**src/scle_pkg.sv**
```systemverilog
// ----------------------------------------------------------------------------
// Serial console line editor package
// Function codes, character codes, register indexes and shared types.
// ----------------------------------------------------------------------------
`default_nettype none

package scle_pkg;

  // Default number of entries in each byte queue.
  localparam int unsigned FifoDepthDefault = 64;

  // Register indexes of the configuration port.
  localparam int unsigned CfgIndexW = 2;
  localparam logic [CfgIndexW-1:0] CFG_ECHO_ENABLE    = 2'd0;
  localparam logic [CfgIndexW-1:0] CFG_SILENCE_ENABLE = 2'd1;
  localparam logic [CfgIndexW-1:0] CFG_SILENCE_BYTE   = 2'd2;
  localparam logic [CfgIndexW-1:0] CFG_SILENCE_TICKS  = 2'd3;

  // Character codes used by the line discipline.
  localparam logic [7:0] CH_BS  = 8'h08;
  localparam logic [7:0] CH_DEL = 8'h7F;
  localparam logic [7:0] CH_ESC = 8'h1B;
  localparam logic [7:0] CH_LBR = 8'h5B;
  localparam logic [7:0] CH_CR  = 8'h0D;
  localparam logic [7:0] CH_LF  = 8'h0A;
  localparam logic [7:0] CH_SP  = 8'h20;

  // Item function codes.
  typedef enum logic [2:0] {
    FUNC_LINE_RX  = 3'd0,
    FUNC_TX_READY = 3'd1,
    FUNC_READ     = 3'd2,
    FUNC_WRITE    = 3'd3,
    FUNC_RESUME   = 3'd4
  } func_e;

  // Per-item result flags handed from the engine to the result register.
  typedef struct packed {
    logic line_valid;
    logic read_valid;
    logic write_accepted;
  } flags_t;

endpackage

`default_nettype wire

```
**src/scle_ram.sv**
```systemverilog
// ----------------------------------------------------------------------------
// Byte queue store
// Single write port, single read port, read data registered.
// ----------------------------------------------------------------------------
`default_nettype none

module scle_ram #(
  parameter int unsigned DEPTH = scle_pkg::FifoDepthDefault
) (
  input  wire logic                     clk_i,
  input  wire logic                     we_i,
  input  wire logic [$clog2(DEPTH)-1:0] waddr_i,
  input  wire logic [7:0]               wdata_i,
  input  wire logic                     re_i,
  input  wire logic [$clog2(DEPTH)-1:0] raddr_i,
  output logic      [7:0]               rdata_o
);

  logic [7:0] mem_q [DEPTH];
  logic [7:0] rdata_q;

  always_ff @(posedge clk_i) begin
    if (we_i) begin
      mem_q[waddr_i] <= wdata_i;
    end
  end

  always_ff @(posedge clk_i) begin
    if (re_i) begin
      rdata_q <= mem_q[raddr_i];
    end
  end

  assign rdata_o = rdata_q;

endmodule

`default_nettype wire

```
**src/scle_engine.sv**
```systemverilog
// ----------------------------------------------------------------------------
// Line discipline engine
// Holds configuration and queue state; one item per cycle when not busy.
// ----------------------------------------------------------------------------
`default_nettype none

module scle_engine #(
  parameter int unsigned FIFO_DEPTH = scle_pkg::FifoDepthDefault
) (
  input  wire logic                                clk_i,
  input  wire logic                                rst_ni,
  input  wire logic                                cfg_we_i,
  input  wire logic [scle_pkg::CfgIndexW-1:0]      cfg_index_i,
  input  wire logic [31:0]                         cfg_data_i,
  input  wire logic                                go_i,
  input  wire logic [2:0]                          func_i,
  input  wire logic [7:0]                          data_i,
  input  wire logic [31:0]                         now_tick_i,
  output logic                                     busy_o,
  output scle_pkg::flags_t                         flags_o,
  output logic                                     rx_we_o,
  output logic [$clog2(FIFO_DEPTH)-1:0]            rx_waddr_o,
  output logic [7:0]                               rx_wdata_o,
  output logic                                     rx_re_o,
  output logic [$clog2(FIFO_DEPTH)-1:0]            rx_raddr_o,
  output logic                                     tx_we_o,
  output logic [$clog2(FIFO_DEPTH)-1:0]            tx_waddr_o,
  output logic [7:0]                               tx_wdata_o,
  output logic                                     tx_re_o,
  output logic [$clog2(FIFO_DEPTH)-1:0]            tx_raddr_o,
  output logic [7:0]                               line_count_o,
  output logic [$clog2(FIFO_DEPTH+1)-1:0]          rx_level_o,
  output logic [$clog2(FIFO_DEPTH+1)-1:0]          tx_level_o,
  output logic                                     silenced_o,
  output logic [31:0]                              resume_tick_o
);

  localparam int unsigned PtrW   = $clog2(FIFO_DEPTH);
  localparam int unsigned LevelW = $clog2(FIFO_DEPTH + 1);
  localparam logic [PtrW-1:0]   PtrLast = PtrW'(FIFO_DEPTH - 1);
  localparam logic [LevelW-1:0] Full    = LevelW'(FIFO_DEPTH);
  localparam logic [LevelW-1:0] Room2   = LevelW'(FIFO_DEPTH - 2);
  localparam logic [LevelW-1:0] Room3   = LevelW'(FIFO_DEPTH - 3);

  function automatic logic [PtrW-1:0] ptr_inc(input logic [PtrW-1:0] p);
    ptr_inc = (p == PtrLast) ? '0 : p + PtrW'(1);
  endfunction

  function automatic logic [PtrW-1:0] ptr_dec(input logic [PtrW-1:0] p);
    ptr_dec = (p == '0) ? PtrLast : p - PtrW'(1);
  endfunction

  // Configuration.
  logic        echo_en_q;
  logic        sil_en_q;
  logic [7:0]  sil_byte_q;
  logic [31:0] sil_ticks_q;

  // Queue and line state.
  logic [PtrW-1:0]   rx_head_q, rx_head_d, rx_tail_q, rx_tail_d;
  logic [PtrW-1:0]   tx_head_q, tx_head_d, tx_tail_q, tx_tail_d;
  logic [LevelW-1:0] rx_fill_q, rx_fill_d, tx_fill_q, tx_fill_d;
  logic [7:0]        last_q, last_d, prev_q, prev_d;
  logic [7:0]        lines_q, lines_d;
  logic              sil_q, sil_d;
  logic [31:0]       resume_q, resume_d;

  // Echo bytes still waiting for the transmit write port.
  logic [1:0] pend_cnt_q, pend_cnt_d;
  logic [7:0] pend0_q, pend0_d, pend1_q, pend1_d;

  logic             tx_push;
  logic [7:0]       tx_first;
  logic [1:0]       n_tx;
  logic             tx_pop;
  scle_pkg::flags_t flags;

  always_ff @(posedge clk_i or negedge rst_ni) begin
    if (!rst_ni) begin
      echo_en_q   <= 1'b0;
      sil_en_q    <= 1'b0;
      sil_byte_q  <= '0;
      sil_ticks_q <= '0;
    end else if (cfg_we_i) begin
      case (cfg_index_i)
        scle_pkg::CFG_ECHO_ENABLE:    echo_en_q   <= cfg_data_i[0];
        scle_pkg::CFG_SILENCE_ENABLE: sil_en_q    <= cfg_data_i[0];
        scle_pkg::CFG_SILENCE_BYTE:   sil_byte_q  <= cfg_data_i[7:0];
        scle_pkg::CFG_SILENCE_TICKS:  sil_ticks_q <= cfg_data_i;
        default: ;
      endcase
    end
  end

  always_comb begin
    logic tx_has1;
    logic tx_has2;
    logic tx_has3;
    logic pass;

    tx_has1 = (tx_fill_q != Full);
    tx_has2 = (tx_fill_q <= Room2);
    tx_has3 = (tx_fill_q <= Room3);
    pass    = (last_q != scle_pkg::CH_LBR) && (prev_q != scle_pkg::CH_ESC) &&
              (data_i != scle_pkg::CH_ESC) && (data_i != scle_pkg::CH_LBR);

    rx_head_d  = rx_head_q;
    rx_tail_d  = rx_tail_q;
    rx_fill_d  = rx_fill_q;
    tx_head_d  = tx_head_q;
    last_d     = last_q;
    prev_d     = prev_q;
    lines_d    = lines_q;
    sil_d      = sil_q;
    resume_d   = resume_q;
    pend_cnt_d = pend_cnt_q;
    pend0_d    = pend0_q;
    pend1_d    = pend1_q;
    tx_push    = 1'b0;
    tx_first   = data_i;
    n_tx       = 2'd0;
    tx_pop     = 1'b0;
    flags      = '0;
    rx_we_o    = 1'b0;
    rx_re_o    = 1'b0;

    if (busy_o) begin
      // Drain one waiting echo byte a cycle.
      pend_cnt_d = pend_cnt_q - 2'd1;
      pend0_d    = pend1_q;
    end else if (go_i) begin
      case (scle_pkg::func_e'(func_i))
        scle_pkg::FUNC_LINE_RX: begin
          if (sil_en_q && (data_i == sil_byte_q)) begin
            if (!sil_q) begin
              sil_d    = 1'b1;
              resume_d = now_tick_i + sil_ticks_q;
            end
          end else begin
            prev_d = last_q;
            last_d = data_i;
            if (data_i inside {scle_pkg::CH_BS, scle_pkg::CH_DEL}) begin
              if (rx_fill_q != '0) begin
                rx_fill_d = rx_fill_q - LevelW'(1);
                rx_tail_d = ptr_dec(rx_tail_q);
                if (echo_en_q && tx_has1) begin
                  tx_push  = 1'b1;
                  tx_first = scle_pkg::CH_BS;
                  pend0_d  = scle_pkg::CH_SP;
                  pend1_d  = scle_pkg::CH_BS;
                  n_tx     = tx_has3 ? 2'd3 : (tx_has2 ? 2'd2 : 2'd1);
                  pend_cnt_d = n_tx - 2'd1;
                end
              end
            end else if (pass) begin
              if (((data_i == scle_pkg::CH_CR) ||
                   ((data_i == scle_pkg::CH_LF) && (last_q != scle_pkg::CH_CR))) &&
                  (lines_q != 8'hFF)) begin
                lines_d = lines_q + 8'd1;
              end
              if (rx_fill_q != Full) begin
                rx_we_o   = 1'b1;
                rx_tail_d = ptr_inc(rx_tail_q);
                rx_fill_d = rx_fill_q + LevelW'(1);
              end
              if (echo_en_q && tx_has1) begin
                tx_push = 1'b1;
                pend0_d = scle_pkg::CH_LF;
                if ((data_i == scle_pkg::CH_CR) && tx_has2) begin
                  n_tx       = 2'd2;
                  pend_cnt_d = 2'd1;
                end else begin
                  n_tx = 2'd1;
                end
              end
            end
          end
        end
        scle_pkg::FUNC_TX_READY: begin
          if (tx_fill_q != '0) begin
            tx_pop           = 1'b1;
            tx_head_d        = ptr_inc(tx_head_q);
            flags.line_valid = 1'b1;
          end
        end
        scle_pkg::FUNC_READ: begin
          if (rx_fill_q != '0) begin
            rx_re_o          = 1'b1;
            rx_head_d        = ptr_inc(rx_head_q);
            rx_fill_d        = rx_fill_q - LevelW'(1);
            flags.read_valid = 1'b1;
          end
        end
        scle_pkg::FUNC_WRITE: begin
          if (tx_has1) begin
            tx_push              = 1'b1;
            n_tx                 = 2'd1;
            flags.write_accepted = 1'b1;
          end
        end
        scle_pkg::FUNC_RESUME: begin
          sil_d = 1'b0;
        end
        default: ;
      endcase
    end
  end

  assign tx_fill_d = tx_fill_q + LevelW'(n_tx) - LevelW'(tx_pop);

  // The transmit store has one write port: a waiting echo byte has it first.
  assign busy_o     = (pend_cnt_q != 2'd0);
  assign tx_we_o    = busy_o || tx_push;
  assign tx_wdata_o = busy_o ? pend0_q : tx_first;
  assign tx_waddr_o = tx_tail_q;
  assign tx_tail_d  = tx_we_o ? ptr_inc(tx_tail_q) : tx_tail_q;
  assign tx_re_o    = tx_pop;
  assign tx_raddr_o = tx_head_q;

  assign rx_waddr_o = rx_tail_q;
  assign rx_wdata_o = data_i;
  assign rx_raddr_o = rx_head_q;

  always_ff @(posedge clk_i or negedge rst_ni) begin
    if (!rst_ni) begin
      rx_head_q  <= '0;
      rx_tail_q  <= '0;
      rx_fill_q  <= '0;
      tx_head_q  <= '0;
      tx_tail_q  <= '0;
      tx_fill_q  <= '0;
      last_q     <= '0;
      prev_q     <= '0;
      lines_q    <= '0;
      sil_q      <= 1'b0;
      resume_q   <= '0;
      pend_cnt_q <= '0;
    end else begin
      rx_head_q  <= rx_head_d;
      rx_tail_q  <= rx_tail_d;
      rx_fill_q  <= rx_fill_d;
      tx_head_q  <= tx_head_d;
      tx_tail_q  <= tx_tail_d;
      tx_fill_q  <= tx_fill_d;
      last_q     <= last_d;
      prev_q     <= prev_d;
      lines_q    <= lines_d;
      sil_q      <= sil_d;
      resume_q   <= resume_d;
      pend_cnt_q <= pend_cnt_d;
    end
  end

  always_ff @(posedge clk_i) begin
    pend0_q <= pend0_d;
    pend1_q <= pend1_d;
  end

  assign flags_o       = flags;
  assign line_count_o  = lines_q;
  assign rx_level_o    = rx_fill_q;
  assign tx_level_o    = tx_fill_q;
  assign silenced_o    = sil_q;
  assign resume_tick_o = resume_q;

endmodule

`default_nettype wire

```
**src/serial_console_line_editor.sv**
```systemverilog
// ----------------------------------------------------------------------------
// Serial console line editor
// Console line discipline with receive and transmit byte queues.
// ----------------------------------------------------------------------------
// An accepted item is registered, worked out once the engine and the result
// register are free, and its result is registered; a new item is taken
// every cycle while nothing stalls. The transmit store has a single write
// port: an erase that echoes backspace, space, backspace, and a carriage
// return echoed with an added line feed, hold the block while the extra
// echo bytes are written one per cycle. Status
// fields (line count, queue levels, silence state and resume tick) show the
// state after the item. Popped bytes come from the registered read of the
// queue stores, and read as zero when nothing was popped. Configuration may
// be written only while no item is in flight.
`default_nettype none

module serial_console_line_editor #(
  parameter int unsigned FIFO_DEPTH = scle_pkg::FifoDepthDefault
) (
  input  wire logic                               clk_i,
  input  wire logic                               rst_ni,
  input  wire logic                               cfg_we_i,
  input  wire logic [scle_pkg::CfgIndexW-1:0]     cfg_index_i,
  input  wire logic [31:0]                        cfg_data_i,
  input  wire logic                               in_valid_i,
  output logic                                    in_stall_o,
  input  wire logic [2:0]                         func_i,
  input  wire logic [7:0]                         data_i,
  input  wire logic [31:0]                        now_tick_i,
  output logic                                    out_valid_o,
  input  wire logic                               out_stall_i,
  output logic                                    line_valid_o,
  output logic [7:0]                              line_byte_o,
  output logic                                    read_valid_o,
  output logic [7:0]                              read_byte_o,
  output logic                                    write_accepted_o,
  output logic [7:0]                              line_count_o,
  output logic [$clog2(FIFO_DEPTH+1)-1:0]         rx_level_o,
  output logic [$clog2(FIFO_DEPTH+1)-1:0]         tx_level_o,
  output logic                                    silenced_o,
  output logic [31:0]                             resume_tick_o
);

  localparam int unsigned PtrW = $clog2(FIFO_DEPTH);

  // Input register.
  logic        in_valid_q;
  logic [2:0]  func_q;
  logic [7:0]  data_q;
  logic [31:0] now_q;

  // Result register.
  logic             out_valid_q;
  scle_pkg::flags_t flags_q;
  scle_pkg::flags_t flags;

  logic            busy;
  logic            go;
  logic            in_take;

  logic            rx_we, rx_re, tx_we, tx_re;
  logic [PtrW-1:0] rx_waddr, rx_raddr, tx_waddr, tx_raddr;
  logic [7:0]      rx_wdata, tx_wdata, rx_rdata, tx_rdata;

  // The registered item is worked out once the engine has no echo bytes
  // left to write and the result register is free or being emptied.
  assign go         = in_valid_q && !busy && (!out_valid_q || !out_stall_i);
  assign in_stall_o = in_valid_q && !go;
  assign in_take    = in_valid_i && !in_stall_o;

  always_ff @(posedge clk_i or negedge rst_ni) begin
    if (!rst_ni) begin
      in_valid_q  <= 1'b0;
      out_valid_q <= 1'b0;
      flags_q     <= '0;
    end else begin
      if (in_take) begin
        in_valid_q <= 1'b1;
      end else if (go) begin
        in_valid_q <= 1'b0;
      end
      if (go) begin
        out_valid_q <= 1'b1;
        flags_q     <= flags;
      end else if (!out_stall_i) begin
        out_valid_q <= 1'b0;
      end
    end
  end

  always_ff @(posedge clk_i) begin
    if (in_take) begin
      func_q <= func_i;
      data_q <= data_i;
      now_q  <= now_tick_i;
    end
  end

  scle_engine #(
    .FIFO_DEPTH (FIFO_DEPTH)
  ) u_engine (
    .clk_i         (clk_i),
    .rst_ni        (rst_ni),
    .cfg_we_i      (cfg_we_i),
    .cfg_index_i   (cfg_index_i),
    .cfg_data_i    (cfg_data_i),
    .go_i          (go),
    .func_i        (func_q),
    .data_i        (data_q),
    .now_tick_i    (now_q),
    .busy_o        (busy),
    .flags_o       (flags),
    .rx_we_o       (rx_we),
    .rx_waddr_o    (rx_waddr),
    .rx_wdata_o    (rx_wdata),
    .rx_re_o       (rx_re),
    .rx_raddr_o    (rx_raddr),
    .tx_we_o       (tx_we),
    .tx_waddr_o    (tx_waddr),
    .tx_wdata_o    (tx_wdata),
    .tx_re_o       (tx_re),
    .tx_raddr_o    (tx_raddr),
    .line_count_o  (line_count_o),
    .rx_level_o    (rx_level_o),
    .tx_level_o    (tx_level_o),
    .silenced_o    (silenced_o),
    .resume_tick_o (resume_tick_o)
  );

  // Receive queue store.
  scle_ram #(
    .DEPTH (FIFO_DEPTH)
  ) u_rx_ram (
    .clk_i   (clk_i),
    .we_i    (rx_we),
    .waddr_i (rx_waddr),
    .wdata_i (rx_wdata),
    .re_i    (rx_re),
    .raddr_i (rx_raddr),
    .rdata_o (rx_rdata)
  );

  // Transmit queue store.
  scle_ram #(
    .DEPTH (FIFO_DEPTH)
  ) u_tx_ram (
    .clk_i   (clk_i),
    .we_i    (tx_we),
    .waddr_i (tx_waddr),
    .wdata_i (tx_wdata),
    .re_i    (tx_re),
    .raddr_i (tx_raddr),
    .rdata_o (tx_rdata)
  );

  // The store read registers only load on a pop, so they hold with the
  // result register while the output is stalled.
  assign out_valid_o      = out_valid_q;
  assign line_valid_o     = flags_q.line_valid;
  assign line_byte_o      = flags_q.line_valid ? tx_rdata : 8'd0;
  assign read_valid_o     = flags_q.read_valid;
  assign read_byte_o      = flags_q.read_valid ? rx_rdata : 8'd0;
  assign write_accepted_o = flags_q.write_accepted;

endmodule

`default_nettype wire

```
**config.mk**
```make
export PLATFORM = sky130hd
export DESIGN_NAME = serial_console_line_editor
export DESIGN_NICKNAME = d
export VERILOG_FILES = /design/src/scle_pkg.sv /design/src/scle_ram.sv /design/src/scle_engine.sv /design/src/serial_console_line_editor.sv
export SDC_FILE = /design/constraint.sdc
export NUM_CORES = 2
export LEC_CHECK = 0
export BUFFER_PORTS_ARGS = -buffer_cell sky130_fd_sc_hd__buf_2
export CAP_MARGIN = 25
export CORE_MARGIN = 2
export CORE_UTILIZATION = 65
export CTS_CLUSTER_SIZE = 10
export DETAILED_ROUTE_END_ITERATION = 10
export MAX_ROUTING_LAYER = met4
export PLACE_DENSITY = 0.85
export SETUP_SLACK_MARGIN = 0.15
export SYNTH_ARGS = -nofsm -noshare
export SYNTH_HDL_FRONTEND = slang
export SYNTH_SLANG_ARGS = --single-unit
```
**constraint.sdc**
```tcl
create_clock -name clk_i -period 11.2 [get_ports clk_i]
set_clock_uncertainty 0.1 [all_clocks]
set_input_delay 1.12 -clock clk_i [delete_from_list [all_inputs] [get_ports clk_i]]
set_output_delay 1.12 -clock clk_i [all_outputs]
set_load 0.02 [all_outputs]
```
; After elaboration in Yosys (flattened, before gate mapping)
; Memory sizes are Yosys's and may differ from the RTL's. A register that Yosys moved wholly into a read port is not among the register bits.
; Cells that the tools add are included.
[classes]
n_addsub = 13
multipliers = 0
n_div = 0
n_lt_le_gt_ge = 2
n_eq_ne = 32
shifts = 0
muxes = 91
bitwise = 4
reduce_logical = 51
[ops]
columns = op, n
row1 = 8-bit 2-to-1 mux, 17
row2 = 6-bit 2-to-1 mux, 9
row3 = 2-bit 2-to-1 mux, 21
row4 = 7-bit 2-to-1 mux, 5
row5 = 1-bit 2-to-1 mux, 34
row6 = 32-bit adder, 1
row7 = 6-bit by 1-bit adder with 6-bit output (second input constant), 4
row8 = 6-bit equality test (second input constant), 4
row9 = 8-bit by 4-bit equality test with 1-bit output (second input constant), 3
row10 = 7-bit AND reduction, 3
row11 = 2-bit nonzero test, 10
row12 = 8-bit by 5-bit inequality test with 1-bit output (second input constant), 2
row13 = 8-bit by 7-bit inequality test with 1-bit output (second input constant), 2
row14 = 4-bit AND reduction, 4
row15 = 7-bit by 6-bit less-or-equal comparator with 1-bit output (second input constant), 2
row16 = 7-bit inequality test (second input constant), 2
row17 = 7-bit one-hot mux with 2 select lines, 1
row18 = 7-bit nonzero test, 2
row19 = 1-bit logical AND, 12
row20 = 6-bit AND reduction, 2
row21 = 8-bit by 1-bit adder with 8-bit output (second input constant), 1
row22 = 8-bit by 7-bit equality test with 1-bit output (second input constant), 1
row23 = 8-bit equality test, 1
row24 = 8-bit by 4-bit inequality test with 1-bit output (second input constant), 1
row25 = 28 further kinds, 49
[word_totals]
ff_bits = 195
latchBits = 0
mem_bits_rw = 1024
romBits = 0
in_bits = 82
word_cells = 220
n_memories = 2
[mem_list]
columns = name, depth, word_bits, read_ports, rd_clocked_by_memory_dff, write_ports, line
row1 = u_rx_ram.mem_q, 64, 8, 1, 1, 1, scle_ram.sv:19  ; logic [7:0] mem_q [DEPTH];
row2 = u_tx_ram.mem_q, 64, 8, 1, 1, 1, scle_ram.sv:19

; Depth between registers and ports, before layout
[logic_depth]
depth_word = 13
mapped_depth = 18
mapped_depth_nobuf = 18

; Cells and area by module
; Synthesis repeated with hierarchy kept, for this count alone.
[hier_totals]
cells_unflattened = 2853
hier_area_um2 = 50706.1
[modules_own_cells]
columns = mod, n_inst, cells_per_inst, area_each_um2, seq_area_each_um2
row1 = scle_ram (u_rx_ram), 1, 972, 20270.7, 15615.0
row2 = scle_ram (u_tx_ram), 1, 940, 20241.9, 15615.0
row3 = scle_engine, 1, 864, 8565.7, 3568.4
row4 = serial_console_line_editor, 1, 77, 1627.8, 1416.4

; Worst setup path after synthesis
; Ideal clock, no wire load.
[synth_path]
path_kind = input-to-reg
from = input out_stall_i
to = register u_engine.tx_fill_q[6] (netlist: u_engine.tx_level_o[6])
setup_ns = 0.122
arrival_time_ns = 4.119
required_ns = 10.978
slack_ns = 6.859
stages = 15
n_path_buf = 0
path_cell_list = nand2_1 > nand2_1 > nor3_1 > ha_1 > inv_1 > ha_1 > inv_1 > fa_1 > inv_1 > a21oi_1 > nor2_1 > o21ai_0 > a21oi_1 > nor2_1 > xnor2_1
[synth_between]
elab_cells_between_ends = 9
[synth_lines]
columns = element, line
row1 = from (decl), serial_console_line_editor.sv:31  ; input wire logic out_stall_i,
row2 = 1-bit zero test, -
row3 = 1-bit logical OR, serial_console_line_editor.sv:67  ; assign go = in_valid_q && !busy && (!out_valid_q || !out_stall_i);
row4 = 1-bit logical AND, serial_console_line_editor.sv:67
row5 = 1-bit 2-to-1 mux, scle_engine.sv:131  ; end else if (go_i) begin
row6 = 1-bit 2-to-1 mux, scle_engine.sv:127  ; if (busy_o) begin
row7 = net tx_re, serial_console_line_editor.sv:61  ; logic rx_we, rx_re, tx_we, tx_re;
row8 = 7-bit by 1-bit subtractor with 7-bit output, scle_engine.sv:209  ; assign tx_fill_d = tx_fill_q + LevelW'(n_tx) - LevelW'(tx_pop);
row9 = net u_engine.tx_fill_d[6], scle_engine.sv:62  ; logic [LevelW-1:0] rx_fill_q, rx_fill_d, tx_fill_q, tx_fill_d;
row10 = to (signal assigned), scle_engine.sv:244  ; tx_fill_q <= tx_fill_d;
row11 = to (decl), scle_engine.sv:62
; The timed path passes the listed nets, and every way through them passes these cells.
; A chain may end at the register's enable or synchronous reset.

; Final worst setup path
[layout_path]
from = register data_q[3]
to = memory u_tx_ram.mem_q[14][7], enable pin
[layout_between]
elab_chain_cells = 12
elab_cells_between_ends = 18
[layout_lines]
columns = element, line
row1 = from (decl), serial_console_line_editor.sv:49  ; logic [7:0] data_q;
row2 = from (signal assigned), serial_console_line_editor.sv:94  ; data_q <= data_i;
row3 = 8-bit by 5-bit inequality test with 1-bit output, scle_engine.sv:105  ; (data_i != scle_pkg::CH_ESC) && (data_i != scle_pkg::CH_LBR);
row4 = 1-bit logical AND, scle_engine.sv:104  ; pass = (last_q != scle_pkg::CH_LBR) && (prev_q != scle_pkg::CH_ESC) &&
row5 = 1-bit logical AND, scle_engine.sv:105
row6 = 1-bit 2-to-1 mux, scle_engine.sv:155  ; end else if (pass) begin
row7 = 1-bit 2-to-1 mux, scle_engine.sv:142  ; if (data_i inside {scle_pkg::CH_BS, scle_pkg::CH_DEL}) begin
row8 = 1-bit 2-to-1 mux (*), scle_engine.sv:134  ; if (sil_en_q && (data_i == sil_byte_q)) begin
row9 = 1-bit one-hot mux with 2 select lines (*), scle_engine.sv:132  ; case (scle_pkg::func_e'(func_i))
row10 = 1-bit 2-to-1 mux (*), scle_engine.sv:131
row11 = 1-bit 2-to-1 mux (*), scle_engine.sv:127
row12 = 1-bit logical OR (*), scle_engine.sv:213  ; assign tx_we_o = busy_o || tx_push;
row13 = 1-bit 2-to-1 mux (*), scle_ram.sv:23  ; if (we_i) begin
row14 = 1-bit 2-to-1 mux (not written as such) (*), scle_ram.sv:24  ; mem_q[waddr_i] <= wdata_i;
row15 = to (decl), scle_ram.sv:19
; Every way passes the cells marked *; elsewhere a longest branch is shown, timed or not.

==> results.toml <==
[status]
status = "completed"

[floorplan]
initial_utilization_pct = 65.7
pin_count = 158
fp.dieArea_mm2 = 0.0791
fp.dieW_um = 281
core_area_mm2 = 0.0761
rows = 101
dieHeight_um = 281

[global_routing]
grt-ovfl-total = 0
track_usage_pct = 34.4
first_global_vias = 27800
grt_pass1_wl_um = 189000
grt_max_degree = 135
antenna_found_initial = 9

[logic_synthesis]
synth_top_family_by_area = "multiplexers"
yosys.area_share.adder_pct = 1.43
ys_top_cells_by_area = "edfxtp_1 65%, mux4_2 15%, dfrtp_1 7.2%, mux2_2 1.4%, ha_1 1.4%"
yosys-mux-area-fraction_pct = 16.6
synth_ff_type = "edfxtp_1"
synth_xor_area_share_pct = 0.981
yosysTopAreaCellShare_pct = 65.2
yosys.area.top_type = "edfxtp_1"
synth-simple-area-share_pct = 4.43
synthCells = 2589
syn_avg_cell_area_um2 = 19.3
synth_warnings = 0
synth_compound_area_share_pct = 2.75
syn_nets = 2727
synth_edf_count = 1086
yosysUniqueCellTypes = 83
async_flop_share_pct = 11.7
synth-seq-cells = 1230
syn_area_mm2 = 0.0500
ys_seq_area_share_pct = 72.4

[sta]
period_minus_slack_ps = 5280
tightest_slew_ps = 1090
drv_slew = 0
finalSetupViolations = 0
setup_tns_ps = 0
fin_crit_sh_pct = 47.2
fin_hold_ws_ps = 315
fmax_mhz = 189
final_hold_viol_count = 0
maxSlewHeadroom_pct = 27.4
rsz0062_at_grt = "false"

[routing]
vias = 27300
postRouteWirelength_um = 128000
drt_iter0_markers = 3751
ant_nets = 0
drc = 0
drtPass1Iterations = 6
viasPerCell = 6.99
wire_per_inst_um = 32.8

[layout]
fillers = 4129
final_area_mm2 = 0.0560
finalNetCount = 2938
area_delta_synth_final_pct = 12.0
instances_no_fill = 3905
layout-drive-gt1-share_pct = 28.3

[setup_path]
path_class = "flop to flop"
worstPathRequired_ps = 11470
startpoint_type = "flop"
cp_max_fo = 69
arrival_ps = 5550
cp-end-kind = "flop"

[worst_hold_path]
min-delay-path-class = "input pin to async pin"

[clock_tree]
htree_levels = 4
cts-buffers-inserted = 142
clkTransAtPathRegs_ps = 50
cts_tree = "built"
cts_buffer_depth = 3
cts_num_sinks = 1230
cts_root_buf = "clkbuf_16"
holdBufCountCts = 0
insertion_delay_ps = 750
post_cts_buffers = 0
cts_resized = 0

[power_and_ir_drop]
p_total_w = 0.0126
p_per_area_mw_per_mm2 = 225
p_leak_nw = 18.7
ir_worst_vdd_uv = 271

[job]
maxCapViolCount = 0

[placement]
portBuffers = 157
place_hpwl_um = 74000
globalplace.congestion = 0.902
dp.cells = 3682
placed_area_mm2 = 0.0519
[report_power, final]
part | internal [W] | switching, W | leakage (nW)
Clock | 0.00234 | 0.00182 | 1.94
Combinational | 0.00145 | 0.00156 | 5.19
Sequential | 0.00517 | 0.000291 | 11.6
Total | 0.00896 | 0.00367 | 18.7
[metal layers]
layer / track usage (%) / up-vias / wire length [um] / share of wire (%)
met5: - / - / 0 / 0
met4: 16.1 / 0 / 7040 / 5.5
met3: 5.93 / 418 / 11800 / 9.2
met2: 55.7 / 2029 / 65100 / 51
met1: 43.2 / 14000 / 44200 / 34
li1: - / 10900 / - / -
[worst max-delay path: stages, from the launching register on]
cell,delay [ps]
edfxtp_1,330
buf_4,660
nand3b_1,300
o22ai_4,600
mux2_1,390
nand2b_1,180
and2_4,200
inv_4,90
nor2b_4,70
nor2_1,290
nand3_1,750
nor2_1,900
[sequential cells by signal (all words and copies together) (netlist names), 32 cells and up]
register / count
u_tx_ram.mem_q: 512
now_q: 32
u_engine.sil_ticks_q: 32
u_rx_ram.mem_q: 512
u_engine.resume_tick_o: 32
[placed cells by master (no fill, tap or decap), types with 6 or more instances in the layout]
| master | n |
|---|---|
| and3_1 | 7 |
| nand2b_1 | 11 |
| o21ai_0 | 68 |
| clkinv_8 | 8 |
| o211ai_1 | 6 |
| a21o_1 | 19 |
| or3_1 | 11 |
| a21oi_1 | 61 |
| o31ai_1 | 8 |
| buf_4 | 34 |
| nand3b_1 | 6 |
| nor2_1 | 160 |
| dfrtp_1 | 138 |
| nand4_1 | 18 |
| and2_1 | 19 |
| ha_1 | 54 |
| inv_1 | 33 |
| buf_2 | 159 |
| edfxtp_1 | 1086 |
| o21a_1 | 7 |
| clkbuf_16 | 142 |
| a31oi_1 | 10 |
| mux4_2 | 336 |
| nor2_2 | 9 |
| diode_2 | 9 |
| nor3_1 | 20 |
| nand2_1 | 110 |
| clkbuf_1 | 50 |
| nand3_1 | 31 |
| nor2b_1 | 7 |
| mux2_2 | 63 |
| xnor2_1 | 37 |
| xor2_1 | 19 |
[stage by stage]
stage                     worst slack [ps]  utilization, %
final                                 5920            73.6
after detailed placement              6150            68.2
after CTS                             6020            73.5
after floorplan                       6860               -
after global routing                  5730            73.6
after global placement                6400            68.1
[synthesized netlist by cell type, types with 21 or more instances]
cell	n
mux2_2	63
buf_1	23
inv_1	33
buf_2	27
a21oi_1	61
nor3_1	21
dfrtp_1	144
xnor2_1	37
ha_1	54
nor2_1	160
clkbuf_1	81
and2_1	24
o21ai_0	68
mux4_2	336
nand3_1	31
nand2_1	111
edfxtp_1	1086
[layout make-up]
class,count,area (um2),area share (%)
timing repair buffer,200,1160,2.07
tap,1030,1290,2.30
sequential,1230,36200,64.7
inverter,35,134,0.239
multi-input combinational,1191,13100,23.4
antenna,9,22.5,0.0402
clock inverter,17,297,0.529
clock buffer,193,3750,6.70
[cells by family (layout without fill, tap and decap cells)]
family,count (synthesis),after routing
XOR/XNOR,56,56
multiplexers,402,402
AND/OR/NAND/NOR,457,457
other,0,9
AO/OA/AOI/OAI,220,220
buffers and inverters,168,445
flip-flops,1230,1230
adder cells (fa/ha/maj),56,56
[final timing paths]
kind                            slack, ps                   endpoint                       from  cells after the start
worst min-delay path                  310   u_engine.sil_ticks_q[18]                     rst_ni                      1
worst min register to register        380  u_engine.resume_tick_o[9]  u_engine.resume_tick_o[9]                      2
min in group clk_i                    380  u_engine.resume_tick_o[9]  u_engine.resume_tick_o[9]                      2
max in group asynchronous            9490     u_engine.tx_raddr_o[0]                     rst_ni                      3
worst max-delay path                 5920      u_tx_ram.mem_q[14][7]                  data_q[3]                     11
worst max register to register       5920      u_tx_ram.mem_q[14][7]                  data_q[3]                     11
Power figures use the tool's default switching activity.
